### src/design/tlf_pkg.sv
// Shared types and constants for the TLB with LRU or FIFO replacement.
// Holds the beat structs, the command passed from front to back, and defaults.
// No dependencies.
`default_nettype none

package tlf_pkg;

  localparam int DEF_ENTRIES    = 16;
  localparam int DEF_PAGE_BITS  = 16;
  localparam int DEF_FRAME_BITS = 16;
  localparam int DEF_AGE_BITS   = 16;
  localparam int FLUSH_AGE      = 10000;
  localparam int Q_DEPTH        = 2;

  localparam logic [1:0] FUNC_LOOKUP = 2'd0;
  localparam logic [1:0] FUNC_TOUCH  = 2'd1;
  localparam logic [1:0] FUNC_FILL   = 2'd2;
  localparam logic [1:0] FUNC_FLUSH  = 2'd3;

  localparam logic POLICY_LRU  = 1'b0;
  localparam logic POLICY_FIFO = 1'b1;

  typedef struct packed {
    logic [1:0]  func;
    logic [15:0] page;
    logic [15:0] frame_in;
  } in_item_t;

  typedef struct packed {
    logic        hit;
    logic [15:0] frame_out;
    logic [3:0]  victim_index;
  } out_item_t;

  typedef enum logic [2:0] {
    OP_LOOKUP    = 3'd0,
    OP_TOUCH     = 3'd1,
    OP_FILL_LRU  = 3'd2,
    OP_FILL_FIFO = 3'd3,
    OP_FLUSH     = 3'd4
  } op_t;

  typedef struct packed {
    op_t         op;
    logic [15:0] page;
    logic [15:0] frame;
  } cmd_t;

  typedef struct packed {
    logic valid;
    cmd_t cmd;
  } q_out_t;

  typedef struct packed {
    logic pop;
    logic busy;
  } bk_stat_t;

endpackage

`default_nettype wire

### src/design/tlb_lru_fifo.sv
// Top level of the fully associative TLB with LRU or FIFO replacement.
// Instantiates tlf_front and tlf_back; depends on tlf_pkg.
//
//   Port group  Dir  Handshake          Beat
//   in_*        in   in_valid/in_stall   in_item_t (func, page, frame_in)
//   out_*       out  out_valid/out_stall out_item_t (hit, frame_out, victim_index)
//   cfg_*       in   cfg_valid/cfg_ready replace_policy bit
//
// Lookup, touch and LRU fill scan every entry in the back end, reading one entry per cycle
// from the single read port of the memories. FIFO fill and flush do not scan.
// A two-beat queue sits in front of the scan.
// Reset is synchronous: all entries become invalid with the flush age, pointer zero.
// A result waits in the output register while the queue keeps taking beats.
`default_nettype none

module tlb_lru_fifo
  import tlf_pkg::*;
#(
  parameter int ENTRIES    = DEF_ENTRIES,
  parameter int PAGE_BITS  = DEF_PAGE_BITS,
  parameter int FRAME_BITS = DEF_FRAME_BITS,
  parameter int AGE_BITS   = DEF_AGE_BITS
) (
  input  wire logic      clk,
  input  wire logic      rst_n,
  input  wire logic      in_valid,
  output logic           in_stall,
  input  wire in_item_t  in_data,
  output logic           out_valid,
  input  wire logic      out_stall,
  output out_item_t      out_data,
  input  wire logic      cfg_valid,
  output logic           cfg_ready,
  input  wire logic      cfg_data
);

  logic     policy_r;
  q_out_t   q_out;
  bk_stat_t bk_stat;

  assign cfg_ready = 1'b1;

  always_ff @(posedge clk) begin
    if (!rst_n) begin
      policy_r <= POLICY_LRU;
    end else if (cfg_valid && cfg_ready) begin
      policy_r <= cfg_data;
    end
  end

  tlf_front u_front (
    .clk      (clk),
    .rst_n    (rst_n),
    .in_valid (in_valid),
    .in_stall (in_stall),
    .in_data  (in_data),
    .policy   (policy_r),
    .bk_stat  (bk_stat),
    .q_out    (q_out)
  );

  tlf_back #(
    .ENTRIES    (ENTRIES),
    .PAGE_BITS  (PAGE_BITS),
    .FRAME_BITS (FRAME_BITS),
    .AGE_BITS   (AGE_BITS)
  ) u_back (
    .clk       (clk),
    .rst_n     (rst_n),
    .q_out     (q_out),
    .bk_stat   (bk_stat),
    .out_valid (out_valid),
    .out_stall (out_stall),
    .out_data  (out_data)
  );

  a_pop_needs_cmd : assert property (@(posedge clk) disable iff (!rst_n)
    bk_stat.pop |-> q_out.valid)
    else $error("back end popped an empty queue");

  a_accept_queues : assert property (@(posedge clk) disable iff (!rst_n)
    (in_valid && !in_stall) |=> q_out.valid)
    else $error("accepted beat did not reach the queue");

  a_result_from_work : assert property (@(posedge clk) disable iff (!rst_n)
    $rose(out_valid) |-> $past(bk_stat.busy))
    else $error("result appeared without back-end work");

endmodule

`default_nettype wire

### src/design/tlf_front.sv
// Front end: accepts input beats, classifies the operation, and queues commands.
// Depends on tlf_pkg.
`default_nettype none

module tlf_front
  import tlf_pkg::*;
(
  input  wire logic     clk,
  input  wire logic     rst_n,
  input  wire logic     in_valid,
  output logic          in_stall,
  input  wire in_item_t in_data,
  input  wire logic     policy,
  input  wire bk_stat_t bk_stat,
  output q_out_t        q_out
);

  cmd_t       q_r [Q_DEPTH];
  logic [0:0] wptr_r, wptr_nxt;
  logic [0:0] rptr_r, rptr_nxt;
  logic [1:0] cnt_r, cnt_nxt;
  logic       push;
  logic       pop;
  cmd_t       cmd_in;

  always_comb begin
    cmd_in.page  = in_data.page;
    cmd_in.frame = in_data.frame_in;
    unique case (in_data.func)
      FUNC_LOOKUP: cmd_in.op = OP_LOOKUP;
      FUNC_TOUCH:  cmd_in.op = OP_TOUCH;
      FUNC_FILL:   cmd_in.op = (policy == POLICY_FIFO) ? OP_FILL_FIFO : OP_FILL_LRU;
      FUNC_FLUSH:  cmd_in.op = OP_FLUSH;
    endcase
  end

  assign in_stall    = (cnt_r == 2'(Q_DEPTH));
  assign push        = in_valid && !in_stall;
  assign pop         = bk_stat.pop && (cnt_r != 2'd0);
  assign q_out.valid = (cnt_r != 2'd0);
  assign q_out.cmd   = q_r[rptr_r];

  always_comb begin
    wptr_nxt = push ? wptr_r + 1'b1 : wptr_r;
    rptr_nxt = pop ? rptr_r + 1'b1 : rptr_r;
    cnt_nxt  = cnt_r + 2'(push) - 2'(pop);
  end

  always_ff @(posedge clk) begin
    if (push) begin
      q_r[wptr_r] <= cmd_in;
    end
  end

  always_ff @(posedge clk) begin
    if (!rst_n) begin
      wptr_r <= '0;
      rptr_r <= '0;
      cnt_r  <= '0;
    end else begin
      wptr_r <= wptr_nxt;
      rptr_r <= rptr_nxt;
      cnt_r  <= cnt_nxt;
    end
  end

endmodule

`default_nettype wire

### src/design/tlf_back.sv
// Back end: entry memories, valid and age-reset flags, the scan sequencer and the
// output register. Depends on tlf_pkg.
`default_nettype none

module tlf_back
  import tlf_pkg::*;
#(
  parameter int ENTRIES    = DEF_ENTRIES,
  parameter int PAGE_BITS  = DEF_PAGE_BITS,
  parameter int FRAME_BITS = DEF_FRAME_BITS,
  parameter int AGE_BITS   = DEF_AGE_BITS
) (
  input  wire logic   clk,
  input  wire logic   rst_n,
  input  wire q_out_t q_out,
  output bk_stat_t    bk_stat,
  output logic        out_valid,
  input  wire logic   out_stall,
  output out_item_t   out_data
);

  localparam int IDXW = $clog2(ENTRIES);
  localparam int ENTW = PAGE_BITS + FRAME_BITS;
  localparam logic [AGE_BITS-1:0] AGE_FLUSH = AGE_BITS'(FLUSH_AGE);
  localparam logic [AGE_BITS-1:0] AGE_MAX   = '1;
  localparam logic [IDXW-1:0]     LAST_IDX  = IDXW'(ENTRIES - 1);
  localparam logic [IDXW:0]       ISS_END   = (IDXW + 1)'(ENTRIES);

  typedef enum logic [3:0] {
    S_IDLE  = 4'b0001,
    S_SCAN  = 4'b0010,
    S_WRITE = 4'b0100,
    S_DONE  = 4'b1000
  } state_t;

  logic [ENTW-1:0]     ent_mem_r [ENTRIES];
  logic [AGE_BITS-1:0] age_mem_r [ENTRIES];
  logic [ENTW-1:0]     ent_rd_r;
  logic [AGE_BITS-1:0] age_rd_r;

  state_t                state_r, state_nxt;
  op_t                   op_r, op_nxt;
  logic [PAGE_BITS-1:0]  pg_r, pg_nxt;
  logic [FRAME_BITS-1:0] fr_r, fr_nxt;
  logic [IDXW:0]         iss_r, iss_nxt;
  logic                  dv_r, dv_nxt;
  logic [IDXW-1:0]       didx_r, didx_nxt;
  logic                  hit_r, hit_nxt;
  logic [FRAME_BITS-1:0] fout_r, fout_nxt;
  logic [AGE_BITS-1:0]   best_age_r, best_age_nxt;
  logic [IDXW-1:0]       best_idx_r, best_idx_nxt;
  logic [IDXW-1:0]       slot_r, slot_nxt;
  logic [IDXW-1:0]       ptr_r, ptr_nxt;
  logic [ENTRIES-1:0]    valid_r, valid_nxt;
  logic [ENTRIES-1:0]    init_r, init_nxt;
  logic                  out_valid_r, out_valid_nxt;
  out_item_t             out_data_r, out_data_nxt;

  logic                  ent_we;
  logic [ENTW-1:0]       ent_wdata;
  logic                  age_we;
  logic [IDXW-1:0]       age_waddr;
  logic [AGE_BITS-1:0]   age_wdata;
  logic [IDXW-1:0]       rd_addr;
  logic [PAGE_BITS-1:0]  rd_pg;
  logic [FRAME_BITS-1:0] rd_fr;
  logic                  match;
  logic [AGE_BITS-1:0]   cur_age;
  logic [AGE_BITS-1:0]   t_age;
  logic                  pop;
  logic                  out_free;

  assign rd_addr  = iss_r[IDXW-1:0];
  assign rd_pg    = ent_rd_r[ENTW-1 -: PAGE_BITS];
  assign rd_fr    = ent_rd_r[FRAME_BITS-1:0];
  assign match    = valid_r[didx_r] && (rd_pg == pg_r);
  assign cur_age  = init_r[didx_r] ? AGE_FLUSH : age_rd_r;
  assign t_age    = match ? '0 : cur_age;
  assign out_free = !out_valid_r || !out_stall;

  always_ff @(posedge clk) begin
    if (ent_we) begin
      ent_mem_r[slot_r] <= ent_wdata;
    end
    ent_rd_r <= ent_mem_r[rd_addr];
  end

  always_ff @(posedge clk) begin
    if (age_we) begin
      age_mem_r[age_waddr] <= age_wdata;
    end
    age_rd_r <= age_mem_r[rd_addr];
  end

  always_comb begin
    state_nxt     = state_r;
    op_nxt        = op_r;
    pg_nxt        = pg_r;
    fr_nxt        = fr_r;
    iss_nxt       = iss_r;
    dv_nxt        = 1'b0;
    didx_nxt      = didx_r;
    hit_nxt       = hit_r;
    fout_nxt      = fout_r;
    best_age_nxt  = best_age_r;
    best_idx_nxt  = best_idx_r;
    slot_nxt      = slot_r;
    ptr_nxt       = ptr_r;
    valid_nxt     = valid_r;
    init_nxt      = init_r;
    out_valid_nxt = out_valid_r && out_stall;
    out_data_nxt  = out_data_r;
    ent_we        = 1'b0;
    ent_wdata     = {pg_r, fr_r};
    age_we        = 1'b0;
    age_waddr     = didx_r;
    age_wdata     = '0;
    pop           = 1'b0;

    unique case (state_r)
      S_IDLE: begin
        if (q_out.valid) begin
          pop          = 1'b1;
          op_nxt       = q_out.cmd.op;
          pg_nxt       = PAGE_BITS'(q_out.cmd.page);
          fr_nxt       = FRAME_BITS'(q_out.cmd.frame);
          hit_nxt      = 1'b0;
          fout_nxt     = '0;
          slot_nxt     = '0;
          iss_nxt      = '0;
          best_age_nxt = '0;
          best_idx_nxt = '0;
          priority case (q_out.cmd.op)
            OP_FLUSH: begin
              valid_nxt = '0;
              init_nxt  = '1;
              state_nxt = S_DONE;
            end
            OP_FILL_FIFO: begin
              slot_nxt  = ptr_r;
              ptr_nxt   = (ptr_r == LAST_IDX) ? '0 : ptr_r + 1'b1;
              state_nxt = S_WRITE;
            end
            default: begin
              state_nxt = S_SCAN;
            end
          endcase
        end
      end
      S_SCAN: begin
        if (iss_r < ISS_END) begin
          dv_nxt   = 1'b1;
          didx_nxt = rd_addr;
          iss_nxt  = iss_r + 1'b1;
        end
        if (dv_r) begin
          unique case (op_r)
            OP_LOOKUP: begin
              if (match) begin
                hit_nxt  = 1'b1;
                fout_nxt = rd_fr;
              end
            end
            OP_TOUCH: begin
              age_we             = 1'b1;
              age_wdata          = (t_age != AGE_MAX) ? t_age + 1'b1 : t_age;
              init_nxt[didx_r]   = 1'b0;
            end
            OP_FILL_LRU: begin
              if (cur_age > best_age_r) begin
                best_age_nxt = cur_age;
                best_idx_nxt = didx_r;
              end
            end
            default: begin
            end
          endcase
          if (didx_r == LAST_IDX) begin
            dv_nxt = 1'b0;
            if (op_r == OP_FILL_LRU) begin
              slot_nxt  = best_idx_nxt;
              state_nxt = S_WRITE;
            end else begin
              state_nxt = S_DONE;
            end
          end
        end
      end
      S_WRITE: begin
        ent_we            = 1'b1;
        age_we            = 1'b1;
        age_waddr         = slot_r;
        age_wdata         = '0;
        valid_nxt[slot_r] = 1'b1;
        init_nxt[slot_r]  = 1'b0;
        state_nxt         = S_DONE;
      end
      S_DONE: begin
        if (out_free) begin
          out_valid_nxt             = 1'b1;
          out_data_nxt.hit          = hit_r;
          out_data_nxt.frame_out    = 16'(fout_r);
          out_data_nxt.victim_index = 4'(slot_r);
          state_nxt                 = S_IDLE;
        end
      end
      default: begin
        state_nxt = S_IDLE;
      end
    endcase
  end

  always_ff @(posedge clk) begin
    op_r       <= op_nxt;
    pg_r       <= pg_nxt;
    fr_r       <= fr_nxt;
    iss_r      <= iss_nxt;
    didx_r     <= didx_nxt;
    hit_r      <= hit_nxt;
    fout_r     <= fout_nxt;
    best_age_r <= best_age_nxt;
    best_idx_r <= best_idx_nxt;
    slot_r     <= slot_nxt;
    out_data_r <= out_data_nxt;
  end

  always_ff @(posedge clk) begin
    if (!rst_n) begin
      state_r     <= S_IDLE;
      dv_r        <= 1'b0;
      ptr_r       <= '0;
      valid_r     <= '0;
      init_r      <= '1;
      out_valid_r <= 1'b0;
    end else begin
      state_r     <= state_nxt;
      dv_r        <= dv_nxt;
      ptr_r       <= ptr_nxt;
      valid_r     <= valid_nxt;
      init_r      <= init_nxt;
      out_valid_r <= out_valid_nxt;
    end
  end

  assign bk_stat.pop  = pop;
  assign bk_stat.busy = (state_r != S_IDLE);
  assign out_valid    = out_valid_r;
  assign out_data     = out_data_r;

endmodule

`default_nettype wire

### config.mk
export PLATFORM = sky130hd
export DESIGN_NAME = tlb_lru_fifo
export DESIGN_NICKNAME = d
export VERILOG_FILES = /design/src/design/tlf_pkg.sv /design/src/design/tlb_lru_fifo.sv /design/src/design/tlf_front.sv /design/src/design/tlf_back.sv
export SDC_FILE = /design/constraint.sdc
export NUM_CORES = 1
export LEC_CHECK = 0
export BUFFER_PORTS_ARGS = -buffer_cell sky130_fd_sc_hd__buf_2
export CORE_ASPECT_RATIO = 0.8
export CORE_MARGIN = 8
export CORE_UTILIZATION = 40
export CTS_BUF_LIST = sky130_fd_sc_hd__clkbuf_4
export DETAILED_ROUTE_END_ITERATION = 6
export GPL_TIMING_DRIVEN = 1
export PLACE_DENSITY_LB_ADDON = 0.2
export SLEW_MARGIN = 15
export SYNTH_ARGS = -nofsm -noshare
export SYNTH_HDL_FRONTEND = slang
export SYNTH_SLANG_ARGS = --single-unit
### constraint.sdc
create_clock -name clk -period 10.6 [get_ports clk]
set_input_delay 2.12 -clock clk [delete_from_list [all_inputs] [get_ports clk]]
set_output_delay 2.12 -clock clk [all_outputs]
set_load 0.02 [all_outputs]
==> impl_metrics.env <==
export IMPL_root_buffer="clkbuf_4"
export IMPL_fmax_mhz=185.0
export IMPL_regToRegStartpoint="u_back.didx_r[0]$_DFFE_PP_"
export IMPL_period_needed_ps=5407
export IMPL_drc=0
export IMPL_cts_tree="built"
export IMPL_yosysTopAreaCellShare_pct=71.97
export IMPL_cts_num_sinks=1040
export IMPL_dieArea_um2=108800
export IMPL_syn_num_nets=1935
export IMPL_period_share_pct=51.01
export IMPL_synth_edf_count=944
export IMPL_drt_total_wl_mm=87.70
export IMPL_hold_viol=0
export IMPL_slew_headroom_pct=8.489
export IMPL_grt_first_pass_wirelength_mm=129.5
export IMPL_synth_ff_type="edfxtp_1"
export IMPL_synth_cells=1875
export IMPL_clk_latency_ps=1150
export IMPL_cts_htree_levels=5
export IMPL_clk_path_buf_depth=4
export IMPL_status="finished clean"
export IMPL_initial_core_util_pct=40.11
export IMPL_drtIter0Drc=1532
export IMPL_synth_cell_type_count=58
export IMPL_place_hpwl_mm=44.13
export IMPL_num_fill_cells=8402
export IMPL_antenna_found_initial=5
export IMPL_rsz0062_at_grt="no"
export IMPL_areaGrowthSynthToFinish_pct=14.10
export IMPL_comb_power_share_pct=17.1
export IMPL_skew_ps=104.4
export IMPL_drtPass1Iterations=7
export IMPL_cp_end_kind="flop"
export IMPL_power_density_nw_per_um2=235.5
export IMPL_worst_setup_path_type="flop to flop"
export IMPL_timing_rr_end="u_back.age_mem_r[2][13]$_DFFE_PP_"
export IMPL_fp_row_count=103
export IMPL_wire_per_inst_um=23.80
export IMPL_rr_worst_depth=11
export IMPL_grt_pass1_vias=20400
export IMPL_peakVddDrop_v=0.0002040
export IMPL_placed_cells=3205
export IMPL_worstPathArrival_ps=6120
export IMPL_yosysMostFrequentCell="edfxtp_1"
export IMPL_groute_usage_overall_pct=16.11
export IMPL_p_leak_uw=0.01503
export IMPL_portBuffers=62
export IMPL_clockPowerShare_pct=31.8
export IMPL_yosysTopAreaCell="edfxtp_1"
export IMPL_die_x_um=366.8
export IMPL_endpoint="u_back.age_mem_r[2][13]$_DFFE_PP_"
export IMPL_core_um2=98200
export IMPL_hold_path_class="flop to flop"
export IMPL_stdcell_count=3685
export IMPL_clk_pin_slew_worst_paths_ps=70
export IMPL_grt_max_degree=152
export IMPL_switching_share_pct=27.25
export IMPL_switchingPower_uw=2884
export IMPL_yosysSeqAreaShare_pct=76.85
export IMPL_num_vias=19360
export IMPL_syn_area_per_cell_um2=21.01
export IMPL_synthTopCellsByArea="edfxtp_1 72%, mux4_2 14%, dfxtp_1 4.9%"
export IMPL_fin_tns_setup_ps=0
export IMPL_cts_post_setup_buffers_inserted=0
export IMPL_rrSetupSlack_ps=5190
export IMPL_drtAntennaViolNets=0
export IMPL_critPathLaunchType="flop"
export IMPL_ios=64
export IMPL_cts_resized=0
export IMPL_crit_start="u_back.didx_r[0]$_DFFE_PP_"
export IMPL_overflow=0
export IMPL_drive_above_1_share_pct=36.54
export IMPL_cts_made_buffers=282
export IMPL_synth_warnings=0
export IMPL_p_seq_share_pct=51.2
export IMPL_crit_required_ps=11320
export IMPL_ys_ff_latch=1040
export IMPL_syn_cell_area_um2=39390
export IMPL_synth_common_cells="944 x edfxtp_1, 249 x mux4_2, 96 x dfxtp_1"
export IMPL_path_max_fanout=16
export IMPL_drv_cap=0
export IMPL_place_gp_congestion=0.7752
export IMPL_setup_viol=0
export IMPL_die_h_um=296.7
export IMPL_p_int_uw=7700
export IMPL_cts_hold_buf=0
export IMPL_synthArstFlopShare_pct=0
export IMPL_drv_slew=0
export IMPL_final_nets=2237
export IMPL_viasPerCell=5.253
export IMPL_tightest_slew_ps=1373
critical path, stage by stage (launching register included):
cell	delay (ps)
edfxtp_1	760
mux4_2	580
mux4_2	540
a21oi_1	480
and2_1	220
ha_1	200
nand4_1	120
nor4_1	620
nand3_1	370
nand3_1	170
o21ai_0	90
a21boi_1	860
power groups by stage:
stage	Clock, µW	Sequential (µW)	Combinational [µW]
2_1_floorplan	0	5310	1370
3_3_place_gp	0	5470	1830
3_5_place_dp	0	5500	1830
4_1_cts	3490	5420	1840
5_1_grt	3680	5470	1950
6_report	3360	5420	1800
metrics by stage:
stage / power [µW] / util (%) / setup slack [ps] / instance area [µm²] / hold slack, ps
5_1_grt: 11100 / 45.76 / 4724 / 44940 / 426.4
3_5_place_dp: 7335 / 42.30 / 5021 / 41540 / 404.5
4_1_cts: 10740 / 45.74 / 5009 / 44920 / 414.9
3_3_place_gp: 7298 / 42.30 / 5230 / 41540 / 402.3
2_1_floorplan: 6684 / - / 6236 / 39390 / 400.3
6_report: 10580 / 45.77 / 5193 / 44940 / 411.8
cells by family after synthesis:
logic type / count (synthesis) / synth area share (%)
flip-flops: 1040 / 76.85
multiplexers: 291 / 15.45
other: 1 / 0.009520
AO/OA/AOI/OAI: 105 / 1.684
buffers and inverters: 111 / 1.131
XOR/XNOR: 33 / 0.7338
adder cells (fa/ha/maj): 20 / 0.6353
AND/OR/NAND/NOR: 274 / 3.507
worst min path at each step:
| stage | from | endpoint | slack, ps | cells past startpoint |
|---|---|---|---|---|
| 2_1_floorplan | u_back.fout_r[6]$_SDFFCE_PN0P_ | u_back.out_data[10]$_DFFE_PP_ | 400 | 0 |
| 3_3_place_gp | u_back.fout_r[5]$_SDFFCE_PN0P_ | u_back.out_data[9]$_DFFE_PP_ | 400 | 0 |
| 3_5_place_dp | u_back.fout_r[11]$_SDFFCE_PN0P_ | u_back.out_data[15]$_DFFE_PP_ | 400 | 0 |
| 4_1_cts | u_back.fout_r[1]$_SDFFCE_PN0P_ | u_back.out_data[5]$_DFFE_PP_ | 410 | 0 |
| 5_1_grt | u_back.fout_r[12]$_SDFFCE_PN0P_ | u_back.out_data[16]$_DFFE_PP_ | 430 | 0 |
| 6_report | u_back.fout_r[1]$_SDFFCE_PN0P_ | u_back.out_data[5]$_DFFE_PP_ | 410 | 0 |
final cells by class:
type                            instances  area [µm²]  share of cell area, %
Antenna cell                            6       15.01                0.03341
Clock buffer                          425        3191                  7.099
Clock inverter                         49       186.4                 0.4148
Inverter                               28       105.1                 0.2338
Multi-Input combinational cell        724        8920                  19.85
Sequential cell                      1040       30270                  67.35
Tap cell                             1312        1642                  3.652
Timing Repair Buffer                  101       615.6                  1.370
state kept, by name (all words and copies together) (netlist names), 21 cells and up, named ones only:
name              cells
u_back.age_mem_r    256
u_back.ent_mem_r    512
u_back.ent_rd_r      32
u_front.q_r          70
u_back.out_data      21
cells in the final DEF, fill, tap and decap left out, drive strengths merged, types with 4 or more instances in the layout:
master,count
nand4,8
xnor2,24
edfxtp,944
buf,101
a221o,4
xor2,9
nand2b,13
nand3,16
ha,20
nand2,42
nor2b,8
a21boi,9
dfxtp,96
inv,34
nor3,15
clkbuf,425
a31oi,11
diode,6
o21ai,26
and2,42
mux4,249
and3,22
a211oi,4
nor4,5
mux2,35
clkinv,43
or3,4
nor2,87
mux2i,7
a21oi,32
layer usage:
layer / global-route usage (%) / wire (µm)
met1: 22.80 / 40760
met2: 24.50 / 40300
met3: 3.968 / 5108
met4: 5.658 / 1526
met5: 0 / 0
No activity file was read; power rests on OpenSTA's default activity.
